<file path="config.mk">
export PLATFORM = sky130hd
export DESIGN_NAME = peer_slot_assignment_table_unit
export DESIGN_NICKNAME = d
export VERILOG_FILES = /design/src/rtl/psat_pkg.sv /design/src/rtl/psat_key_mem.sv /design/src/rtl/psat_scan_unit.sv /design/src/rtl/peer_slot_assignment_table_unit.sv
export SDC_FILE = /design/constraint.sdc
export NUM_CORES = 1
export LEC_CHECK = 0
export ABC_AREA = 1
export BUFFER_PORTS_ARGS = -buffer_cell sky130_fd_sc_hd__buf_4
export CAP_MARGIN = 20
export CORE_AREA = 2 2 285 287
export CTS_BUF_LIST = sky130_fd_sc_hd__clkbuf_4 sky130_fd_sc_hd__clkbuf_8 sky130_fd_sc_hd__clkbuf_16
export CTS_CLUSTER_DIAMETER = 200
export CTS_CLUSTER_SIZE = 8
export DETAILED_ROUTE_END_ITERATION = 16
export DIE_AREA = 0 0 287 289
export GPL_TIMING_DRIVEN = 0
export PLACE_DENSITY = 0.69
export SYNTH_ARGS = -nofsm -noshare
export SYNTH_HDL_FRONTEND = slang
export SYNTH_HIERARCHICAL = 1
export SYNTH_SLANG_ARGS = --single-unit
export TNS_END_PERCENT = 5
</file>
<file path="constraint.sdc">
create_clock -name clk -period 8.3 [get_ports clk]
set_input_delay 0.83 -clock clk [delete_from_list [all_inputs] [get_ports clk]]
set_output_delay 0.83 -clock clk [all_outputs]
set_load 0.01 [all_outputs]
</file>
<file path="src/rtl/psat_pkg.sv">
// Shared types and codes for the peer slot assignment table.
// Used by every module of the block; depends on nothing else.
`default_nettype none
package psat_pkg;

	localparam int SLOT_COUNT_DEF = 16;
	localparam int KEY_W = 50;

	localparam logic [2:0] FN_BEGIN = 3'd0;
	localparam logic [2:0] FN_WRITE_OK = 3'd1;
	localparam logic [2:0] FN_ABORT = 3'd2;
	localparam logic [2:0] FN_DISCONNECT = 3'd3;
	localparam logic [2:0] FN_SLOT_IDLE = 3'd4;

	localparam logic [1:0] ST_DONE = 2'd0;
	localparam logic [1:0] ST_NO_SLOT = 2'd1;
	localparam logic [1:0] ST_IGNORED = 2'd2;

	localparam logic [1:0] ACT_NONE = 2'd0;
	localparam logic [1:0] ACT_MARK = 2'd1;
	localparam logic [1:0] ACT_CLEAR = 2'd2;

	typedef struct packed {
		logic [2:0] func;
		logic [1:0] peer_type;
		logic [47:0] peer_address;
		logic [7:0] slot_index;
	} cmd_item_t;

	typedef struct packed {
		logic [1:0] status;
		logic [4:0] slot_out;
		logic [1:0] expected_action;
		logic request_disconnect;
	} result_item_t;

	typedef struct packed {
		logic clear;
		logic step;
	} scan_ctrl_t;

	typedef struct packed {
		logic hit;
		logic inv;
		logic free;
	} scan_flags_t;

endpackage
`default_nettype wire

</file>
<file path="src/rtl/psat_key_mem.sv">
// Key store of the slot table: one write port, one registered read port.
// Depends on psat_pkg for the key width.
`default_nettype none
module psat_key_mem #(
	parameter int DEPTH = psat_pkg::SLOT_COUNT_DEF,
	parameter int IW = 4
) (
	input wire logic clk,
	input wire logic we,
	input wire logic [IW-1:0] waddr,
	input wire logic [psat_pkg::KEY_W-1:0] wdata,
	input wire logic [IW-1:0] raddr,
	output logic [psat_pkg::KEY_W-1:0] rdata
);

	logic [psat_pkg::KEY_W-1:0] mem_q [DEPTH];

	always_ff @(posedge clk) begin
		if (we) begin
			mem_q[waddr] <= wdata;
		end
		rdata <= mem_q[raddr];
	end

endmodule
`default_nettype wire

</file>
<file path="src/rtl/psat_scan_unit.sv">
// Shared compare unit: checks one table entry per step and keeps the first
// key match, first invalid entry and first free entry. Depends on psat_pkg.
`default_nettype none
module psat_scan_unit #(
	parameter int IW = 4
) (
	input wire logic clk,
	input wire logic arst_n,
	input wire psat_pkg::scan_ctrl_t ctrl,
	input wire logic [IW-1:0] idx,
	input wire logic [psat_pkg::KEY_W-1:0] key,
	input wire logic [psat_pkg::KEY_W-1:0] entry_key,
	input wire logic entry_valid,
	input wire logic entry_in_use,
	output psat_pkg::scan_flags_t flags,
	output logic [IW-1:0] hit_idx,
	output logic [IW-1:0] inv_idx,
	output logic [IW-1:0] free_idx
);

	psat_pkg::scan_flags_t flags_q;
	logic [IW-1:0] hit_idx_q;
	logic [IW-1:0] inv_idx_q;
	logic [IW-1:0] free_idx_q;

	always_ff @(posedge clk or negedge arst_n) begin
		if (!arst_n) begin
			flags_q <= '0;
		end else if (ctrl.clear) begin
			flags_q <= '0;
		end else if (ctrl.step) begin
			if (!flags_q.hit && entry_valid && (entry_key == key)) begin
				flags_q.hit <= 1'b1;
			end
			if (!flags_q.inv && !entry_valid) begin
				flags_q.inv <= 1'b1;
			end
			if (!flags_q.free && !entry_in_use) begin
				flags_q.free <= 1'b1;
			end
		end
	end

	always_ff @(posedge clk) begin
		if (ctrl.step) begin
			if (!flags_q.hit) begin
				hit_idx_q <= idx;
			end
			if (!flags_q.inv) begin
				inv_idx_q <= idx;
			end
			if (!flags_q.free) begin
				free_idx_q <= idx;
			end
		end
	end

	assign flags = flags_q;
	assign hit_idx = hit_idx_q;
	assign inv_idx = inv_idx_q;
	assign free_idx = free_idx_q;

endmodule
`default_nettype wire

</file>
<file path="src/rtl/peer_slot_assignment_table_unit.sv">
// Top level of the peer slot assignment table: sequencer, slot flags and
// pending record. Depends on psat_pkg, psat_key_mem and psat_scan_unit.
//
// A command item is taken at a rising edge where start is high and busy is
// low. Exactly one result item follows: it is shown on result for a single
// cycle, marked by done, and the receiver cannot hold it off.
// A begin command walks the key store one entry per cycle through the
// shared compare unit, over the key memory's single read port, and then
// passes S_LAST and S_EXEC; every other command goes from S_IDLE straight
// to S_EXEC, and done is registered from S_EXEC.
// busy stays high from acceptance until the cycle in which done is shown;
// a new command may be accepted in the same cycle as done.
// Reset clears all valid and in-use marks and drops any pending assignment;
// the key memory needs no clearing since a key is only compared while its
// entry is valid.
`default_nettype none
module peer_slot_assignment_table_unit #(
	parameter int SLOT_COUNT = psat_pkg::SLOT_COUNT_DEF
) (
	input wire logic clk,
	input wire logic arst_n,
	input wire logic start,
	output logic busy,
	input wire psat_pkg::cmd_item_t cmd,
	output logic done,
	output psat_pkg::result_item_t result
);

	localparam int IW = (SLOT_COUNT > 1) ? $clog2(SLOT_COUNT) : 1;
	localparam int PW = $clog2(SLOT_COUNT + 1);
	localparam logic [PW-1:0] NONE_IDX = PW'(SLOT_COUNT);
	localparam logic [PW-1:0] LAST_IDX = PW'(SLOT_COUNT - 1);
	localparam logic [4:0] NONE_OUT = 5'(SLOT_COUNT);

	typedef enum logic [3:0] {
		S_IDLE = 4'b0001,
		S_SCAN = 4'b0010,
		S_LAST = 4'b0100,
		S_EXEC = 4'b1000
	} state_t;

	state_t state_q;
	logic [PW-1:0] cnt_q;
	logic rd_vld_s1;
	logic [IW-1:0] idx_s1;

	logic [2:0] func_q;
	logic [psat_pkg::KEY_W-1:0] key_q;
	logic [7:0] idle_q;

	logic [SLOT_COUNT-1:0] valid_q;
	logic [SLOT_COUNT-1:0] in_use_q;
	logic [PW-1:0] pend_q;
	logic pend_was_valid_q;
	logic pend_comm_q;

	logic done_q;
	psat_pkg::result_item_t result_q;

	logic accept;
	psat_pkg::scan_ctrl_t scan_ctrl;
	psat_pkg::scan_flags_t scan_flags;
	logic [IW-1:0] hit_idx;
	logic [IW-1:0] inv_idx;
	logic [IW-1:0] free_idx;
	logic [psat_pkg::KEY_W-1:0] mem_rdata;

	logic [SLOT_COUNT-1:0] valid_d;
	logic [SLOT_COUNT-1:0] in_use_d;
	logic [PW-1:0] pend_d;
	logic pend_was_valid_d;
	logic pend_comm_d;
	psat_pkg::result_item_t res_d;
	logic mem_we;
	logic [IW-1:0] mem_waddr;
	logic have;
	logic [IW-1:0] pend_idx;
	logic [IW-1:0] idle_idx;
	logic [IW-1:0] f_idx;

	assign accept = start && !busy;
	assign busy = (state_q != S_IDLE);
	assign scan_ctrl.clear = accept;
	assign scan_ctrl.step = rd_vld_s1;

	psat_key_mem #(
		.DEPTH(SLOT_COUNT),
		.IW(IW)
	) u_key_mem (
		.clk(clk),
		.we(mem_we),
		.waddr(mem_waddr),
		.wdata(key_q),
		.raddr(cnt_q[IW-1:0]),
		.rdata(mem_rdata)
	);

	psat_scan_unit #(
		.IW(IW)
	) u_scan (
		.clk(clk),
		.arst_n(arst_n),
		.ctrl(scan_ctrl),
		.idx(idx_s1),
		.key(key_q),
		.entry_key(mem_rdata),
		.entry_valid(valid_q[idx_s1]),
		.entry_in_use(in_use_q[idx_s1]),
		.flags(scan_flags),
		.hit_idx(hit_idx),
		.inv_idx(inv_idx),
		.free_idx(free_idx)
	);

	assign have = (pend_q < NONE_IDX);
	assign pend_idx = pend_q[IW-1:0];
	assign idle_idx = idle_q[IW-1:0];

	always_comb begin
		valid_d = valid_q;
		in_use_d = in_use_q;
		pend_d = pend_q;
		pend_was_valid_d = pend_was_valid_q;
		pend_comm_d = pend_comm_q;
		mem_we = 1'b0;
		f_idx = hit_idx;
		mem_waddr = hit_idx;
		res_d.status = psat_pkg::ST_IGNORED;
		res_d.slot_out = NONE_OUT;
		res_d.expected_action = psat_pkg::ACT_NONE;
		res_d.request_disconnect = 1'b0;
		if (state_q == S_EXEC) begin
			case (func_q)
				psat_pkg::FN_BEGIN: begin
					if (scan_flags.hit || scan_flags.inv || scan_flags.free) begin
						if (scan_flags.hit) begin
							f_idx = hit_idx;
							pend_was_valid_d = 1'b1;
						end else if (scan_flags.inv) begin
							f_idx = inv_idx;
							pend_was_valid_d = 1'b0;
							mem_we = 1'b1;
						end else begin
							f_idx = free_idx;
							pend_was_valid_d = 1'b1;
							mem_we = 1'b1;
						end
						mem_waddr = f_idx;
						valid_d[f_idx] = 1'b1;
						in_use_d[f_idx] = 1'b0;
						pend_d = PW'(f_idx);
						pend_comm_d = 1'b0;
						res_d.status = psat_pkg::ST_DONE;
						res_d.slot_out = 5'(f_idx);
					end else begin
						res_d.status = psat_pkg::ST_NO_SLOT;
						res_d.request_disconnect = 1'b1;
					end
				end
				psat_pkg::FN_WRITE_OK: begin
					res_d.request_disconnect = 1'b1;
					if (have) begin
						in_use_d[pend_idx] = 1'b1;
						pend_comm_d = 1'b1;
						res_d.status = psat_pkg::ST_DONE;
						res_d.slot_out = 5'(pend_idx);
						res_d.expected_action = psat_pkg::ACT_MARK;
					end
				end
				psat_pkg::FN_ABORT, psat_pkg::FN_DISCONNECT: begin
					res_d.request_disconnect = (func_q == psat_pkg::FN_ABORT);
					if (have) begin
						res_d.status = psat_pkg::ST_DONE;
						res_d.slot_out = 5'(pend_idx);
						if (func_q == psat_pkg::FN_ABORT || !pend_comm_q) begin
							in_use_d[pend_idx] = 1'b0;
							if (!pend_was_valid_q) begin
								valid_d[pend_idx] = 1'b0;
							end
							res_d.expected_action = psat_pkg::ACT_CLEAR;
						end
						pend_d = NONE_IDX;
						pend_was_valid_d = 1'b0;
						pend_comm_d = 1'b0;
					end
				end
				psat_pkg::FN_SLOT_IDLE: begin
					if ((idle_q < 8'(SLOT_COUNT)) && valid_q[idle_idx]) begin
						valid_d[idle_idx] = 1'b0;
						in_use_d[idle_idx] = 1'b0;
						res_d.status = psat_pkg::ST_DONE;
						res_d.slot_out = 5'(idle_idx);
						res_d.expected_action = psat_pkg::ACT_CLEAR;
					end
				end
				default: begin
					res_d.status = psat_pkg::ST_IGNORED;
				end
			endcase
		end
	end

	always_ff @(posedge clk or negedge arst_n) begin
		if (!arst_n) begin
			state_q <= S_IDLE;
			cnt_q <= '0;
			rd_vld_s1 <= 1'b0;
			valid_q <= '0;
			in_use_q <= '0;
			pend_q <= NONE_IDX;
			pend_was_valid_q <= 1'b0;
			pend_comm_q <= 1'b0;
			done_q <= 1'b0;
		end else begin
			rd_vld_s1 <= (state_q == S_SCAN);
			done_q <= (state_q == S_EXEC);
			valid_q <= valid_d;
			in_use_q <= in_use_d;
			pend_q <= pend_d;
			pend_was_valid_q <= pend_was_valid_d;
			pend_comm_q <= pend_comm_d;
			case (state_q)
				S_IDLE: begin
					cnt_q <= '0;
					if (accept) begin
						state_q <= (cmd.func == psat_pkg::FN_BEGIN) ? S_SCAN : S_EXEC;
					end
				end
				S_SCAN: begin
					cnt_q <= cnt_q + PW'(1);
					if (cnt_q == LAST_IDX) begin
						state_q <= S_LAST;
					end
				end
				S_LAST: begin
					state_q <= S_EXEC;
				end
				S_EXEC: begin
					state_q <= S_IDLE;
				end
				default: begin
					state_q <= S_IDLE;
				end
			endcase
		end
	end

	always_ff @(posedge clk) begin
		idx_s1 <= cnt_q[IW-1:0];
		if (accept) begin
			func_q <= cmd.func;
			key_q <= {cmd.peer_type, cmd.peer_address};
			idle_q <= cmd.slot_index;
		end
		if (state_q == S_EXEC) begin
			result_q <= res_d;
		end
	end

	assign done = done_q;
	assign result = result_q;

endmodule
`default_nettype wire

</file>
# == Word-level counts from Yosys, hierarchy flattened ==
# Memory sizes are Yosys's and may differ from the RTL's. A register that Yosys moved wholly into a read port is not among the register bits.
# Index checks and enable logic that the tools add are counted.
# op_classes
addsub,1
magnitude_cmp,9
n_eq_ne,19
n_mux,70
bitwise_logic,13
reduce_logical,42
# op_table
op,n
$mux W16,10
$and A16 B16 Y16,5
$pmux W16 S4,1
$eq A50 B50 Y1,1
$not A16 Y16,3
$pmux W16 S3,1
$mux W4,11
$or A16 B16 Y16,2
$mux W9,3
$mux W1,23
$lt A4 B5 Y1 const B,4
$pmux W5 S2,2
$pmux W5 S4,1
$mux W5,3
$ne A2 B2 Y1 const B,7
$reduce_and A2 Y1,7
$reduce_and A7 Y1,2
$bmux W1 S4,3
$demux W1 S4,3
$ge A4 B1 Y1 const B,3
$pmux W4 S3,1
$reduce_bool A2 Y1,6
$logic_and A1 B1 Y1,9
$lt A8 B5 Y1 const B,1
27 further kinds,42
# word_totals
register_bits,140
ram_bits,800
in_bits,64
output_inout_bits,12
wordCells,178
mem_count,1
# memory_table
memory,depth,width,read_ports,rd_ports_with_merged_regs,write_ports,line_no,source
u_key_mem.mem_q,16,50,1,1,1,psat_key_mem.sv:16,logic [psat_pkg::KEY_W-1:0] mem_q [DEPTH];

# == Longest topological paths before layout ==
# depth
ltp_word,13
mapped_depth,15
ltp_nobuf,14

# == By module ==
# Netlist, hierarchy kept.
# by_module_without_submodules
module,instances,cells_each,area_per_inst_um2,seq_area_each_um2
psat_key_mem,1,3298,35491.5,25024.0
peer_slot_assignment_table_unit,1,789,6516.2,3465.8
psat_scan_unit,1,260,1437.6,435.4

# == Least setup slack after synthesis ==
# OpenSTA, ideal clock, no wires.
# synth_path
path_kind,register -> register
start,register func_q[1]
end,memory u_key_mem/mem_q[10][0] in the netlist's numbering (enable)
setup_time_ns,0.458
arrival_ns,3.920
required_time_ns,7.842
setup_slack_ns,3.922
stages_incl_launch_ff,12
n_path_buf,0
synth_period_minus_slack_ns,4.378
path_cell_list,edfxtp_1 -> inv_2 -> nand2_1 -> nor2_1 -> clkinv_1 -> nor2_1 -> inv_1 -> nor2_1 -> inv_1 -> o21ai_0 -> nand3_1 -> nor2_1
# synth_between
word_cells_on_any_way,7
cone_classes,mux: 6; reduce/logical: 1
# synth_rtl
element,line_no,source
start: declaration,peer_slot_assignment_table_unit.sv:47,logic [2:0] func_q;
start signal: assignment,peer_slot_assignment_table_unit.sv:251,func_q <= cmd.func;
$logic_not A3 Y1,peer_slot_assignment_table_unit.sv:133,case (func_q)
$mux W4,peer_slot_assignment_table_unit.sv:133,
$mux W4,peer_slot_assignment_table_unit.sv:132,if (state_q == S_EXEC) begin
net mem_waddr[1],peer_slot_assignment_table_unit.sv:75,logic [IW-1:0] mem_waddr;
end: declaration,psat_key_mem.sv:16,
# The timed path passes the listed nets, and every way through them passes these cells.

# == Final worst setup path ==
# layout_path
start,register func_q[1]
end,memory u_key_mem/mem_q[10][15] in the netlist's numbering (enable)
# Same word-level chain as after synthesis.

==> flow_metrics.py <==
metrics = {
    "routing": {
        "vias_per_cell": 5.509,
        "dr.pass1.iters": 8,
        "final_antenna_net_count": 0,
        "wire_per_inst_um": 21.73,
        "remaining_drc_errors": 0,
        "wirelength_um": 125000,
        "via_count": 31691,
        "drtIter0Drc": 3621,
    },
    "outcome": {
        "status": "complete, no violations",
    },
    "grt": {
        "grt.overflow.total": 0,
        "grt_max_degree": 54,
        "grt_use_total": 0.3037,
        "antenna_found_initial": 0,
        "grt_pass1_vias": 30056,
        "grt_first_pass_wirelength_um": 184400,
    },
    "die": {
        "rows": 104,
        "coreArea_sq_um": 79900,
        "die_area_sq_um": 82940,
        "chipWidth_um": 287,
        "io_pins": 76,
        "fp.dieH_um": 289,
        "initial_core_util": 0.5438,
    },
    "placed_design": {
        "post_dp_cell_area_sq_um": 46150,
        "hpwl_um": 81860,
        "dp_cells": 5516,
        "pre_cts_ws_ps": 4599,
        "gp_congestion": 0.9445,
        "portBuffers": 75,
    },
    "synthesis": {
        "yosysWarnings": 6,
        "syn_area_per_cell_sq_um": 9.994,
        "synth.area.top_cells": "edfxtp_1 (61%), nand2_1 (12%), nand3_1 (7.6%)",
        "syn_nets": 4413,
        "synth_edf_count": 883,
        "synth_ff_type": "edfxtp_1",
        "synthArstFlopShare": 0.05354,
        "synth_seq_cells": 990,
        "synth_top_area_cell": "edfxtp_1",
        "seq_area_frac_synth": 0.6658,
        "synth.top_cell.area_share": 0.6103,
        "synth_area_sq_um": 43450,
        "ys_types": 44,
        "synth_cells": 4347,
    },
    "critical_path": {
        "crit_chain": "inv_2, nand2_1, nor2_1, clkinv_1, nor2_1, inv_1, nor2_1, inv_1, o21ai_0, nand3_1, nor2_4, buf_12, buf_12",
        "cp_top_family": "simple AND/OR/NAND/NOR gates",
        "path_class": "reg -> reg",
        "cp_num_buf_inv": 6,
        "cp-start-kind": "flop",
        "cp-end-kind": "flop",
        "rr_startpoint": "func_q[1]",
        "slowest_delay_ps": 480,
        "slowest_stage": "nor2_4",
        "crit_start": "func_q[1]",
        "crit_required_ps": 8710,
        "critPathMostFrequentCell": "nor2_1",
        "arrival_ps": 4230,
        "critical_path.max_fanout": 23,
    },
    "sta": {
        "holdWs_ps": 120.2,
        "timing.slew.headroom": 0.2374,
        "post-route-min-period_ps": 3817,
        "clock_skew_ps": 57.48,
        "tns_ps": 0,
        "post-route-period-util": 0.4599,
        "hold_violations": 0,
        "layout_setup_ws_ps": 4483,
        "max_freq_mhz": 262.0,
        "rsz0062_at_grt": "false",
        "drv_slew": 0,
        "setup_viol": 0,
        "worst_pin_slew_ps": 1144,
    },
    "finish": {
        "final_cell_area_sq_um": 50530,
        "nets": 4665,
        "syn_to_final_growth_pct": 16.30,
        "diodes": 0,
        "instances_no_fill": 5753,
        "drive_above_1_share": 0.1168,
    },
    "power_and_ir_drop": {
        "power_density_nw_per_um2": 289.2,
        "vdd_drop_max_uv": 210.9,
        "power_leakage_uw": 0.02211,
    },
    "clocking": {
        "clock_path_buffers": 3,
        "cts-resized-gates": 0,
        "clk_pin_slew_ps": 60,
        "cts_htree_levels": 4,
        "tritoncts": "yes",
        "ctsRootBufferMaster": "clkbuf_16",
        "clkLatencyLatePin_ps": 750,
        "cts_sinks": 990,
        "cts_buffers": 141,
        "postCtsSetupRepairBufs": 0,
        "cts_hold_buf": 0,
    },
    "min_path": {
        "hp-class": "in -> async",
    },
    "job": {
        "drv_cap": 0,
    },
}
sequential cells by signal, indices dropped and copies added, names as in the netlist:
| register | count |
|---|---|
| idle_q | 8 |
| pend_comm_q | 1 |
| key_q | 50 |
| u_scan/hit_idx | 4 |
| result | 10 |
| u_scan/inv_idx | 4 |
| u_scan/flags | 3 |
| u_key_mem/rdata | 50 |
| pend_was_valid_q | 1 |
| idx_s1 | 4 |
| done | 1 |
| func_q | 3 |
| rd_vld_s1 | 1 |
| pend_q | 5 |
| state_q | 4 |
| in_use_q | 16 |
| u_scan/free_idx | 4 |
| valid_q | 16 |
| u_key_mem/mem_q | 800 |
| cnt_q | 5 |
routing by layer:
metal  track usage  vias to the layer above  routed length, um
li1              -                    14607                  -
met1        0.4090                    15005              48680
met2        0.4834                     1758              57470
met3       0.05929                      319              13380
met4        0.1340                        2               5451
met5             0                        -                 36
power by group:
group / leakage [uW] / switching (uW) / total, uW / internal, uW
Sequential: 0.00914 / 351 / 6200 / 5850
Clock: 0.00222 / 2100 / 5560 / 3470
Combinational: 0.0107 / 1970 / 2850 / 880
Total: 0.0221 / 4420 / 14600 / 10200
path summary, 6_finish.rpt:
path,to,slack [ps],cells past startpoint
worst max register to register,u_key_mem/mem_q[10][15],4480,13
worst min-delay path,in_use_q[15],120,1
min in group clk,idle_q[2],250,1
max in group asynchronous,done,7630,1
worst max-delay path,u_key_mem/mem_q[10][15],4480,13
worst min register to register,idx_s1[3],410,0
Yosys cell counts, types with 11 or more instances:
cell type  count
nand2_1     1432
edfxtp_1     883
inv_1        740
nand3_1      657
nor2_1       120
buf_2        103
o21ai_0       63
dfxtp_1       54
dfrtp_1       51
nand4_1       49
buf_6         48
clkbuf_1      33
a21oi_1       16
o2111ai_1     15
xnor2_1       14
nand2_2       11
cells in the final DEF (no fill, tap or decap), types with 7 or more instances in the layout:
cell type	Yosys	final
nand2_2	11	11
nand4_1	49	49
inv_6	1	7
dfxtp_1	54	54
clkbuf_1	33	33
nor2_1	120	103
a21oi_1	16	16
clkbuf_4	0	82
buf_12	1	34
nand3_1	657	657
dfrtp_1	51	51
nor2_4	1	18
buf_4	1	76
o21ai_0	63	63
inv_1	740	740
nand2_1	1432	1432
buf_6	48	48
xnor2_1	14	14
clkbuf_16	0	143
buf_2	103	103
o2111ai_1	15	15
edfxtp_1	883	883
metrics by stage:
stage | utilization | power (uW)
detailed placement | 0.5776 | 9068
CTS | 0.6324 | 14610
global route | 0.6324 | 15180
floorplan | - | 7974
finish | 0.6324 | 14610
global placement | 0.5674 | 8996
cell families (layout without fill, tap and decap cells):
logic type	Yosys count	count (layout)	synth area share
buf+inv	943	1289	0.09389
xor+xnor	16	16	0.003226
fa+ha+maj	2	2	0.0005759
mux	4	4	0.0009216
compound gates	111	111	0.01526
flops	990	990	0.6658
simple gates	2281	2281	0.2203
layout make-up:
cell class	instances	area, sq um
Buffer	194	1260
Sequential cell	990	28930
Clock buffer	226	4208
Timing Repair Buffer	109	1251
Tap cell	1060	1326
Fill cell	6244	29370
Multi-Input combinational cell	2414	10570
Clock inverter	11	168.9
Inverter	749	2819
No activity file was read; power rests on OpenSTA's default activity.
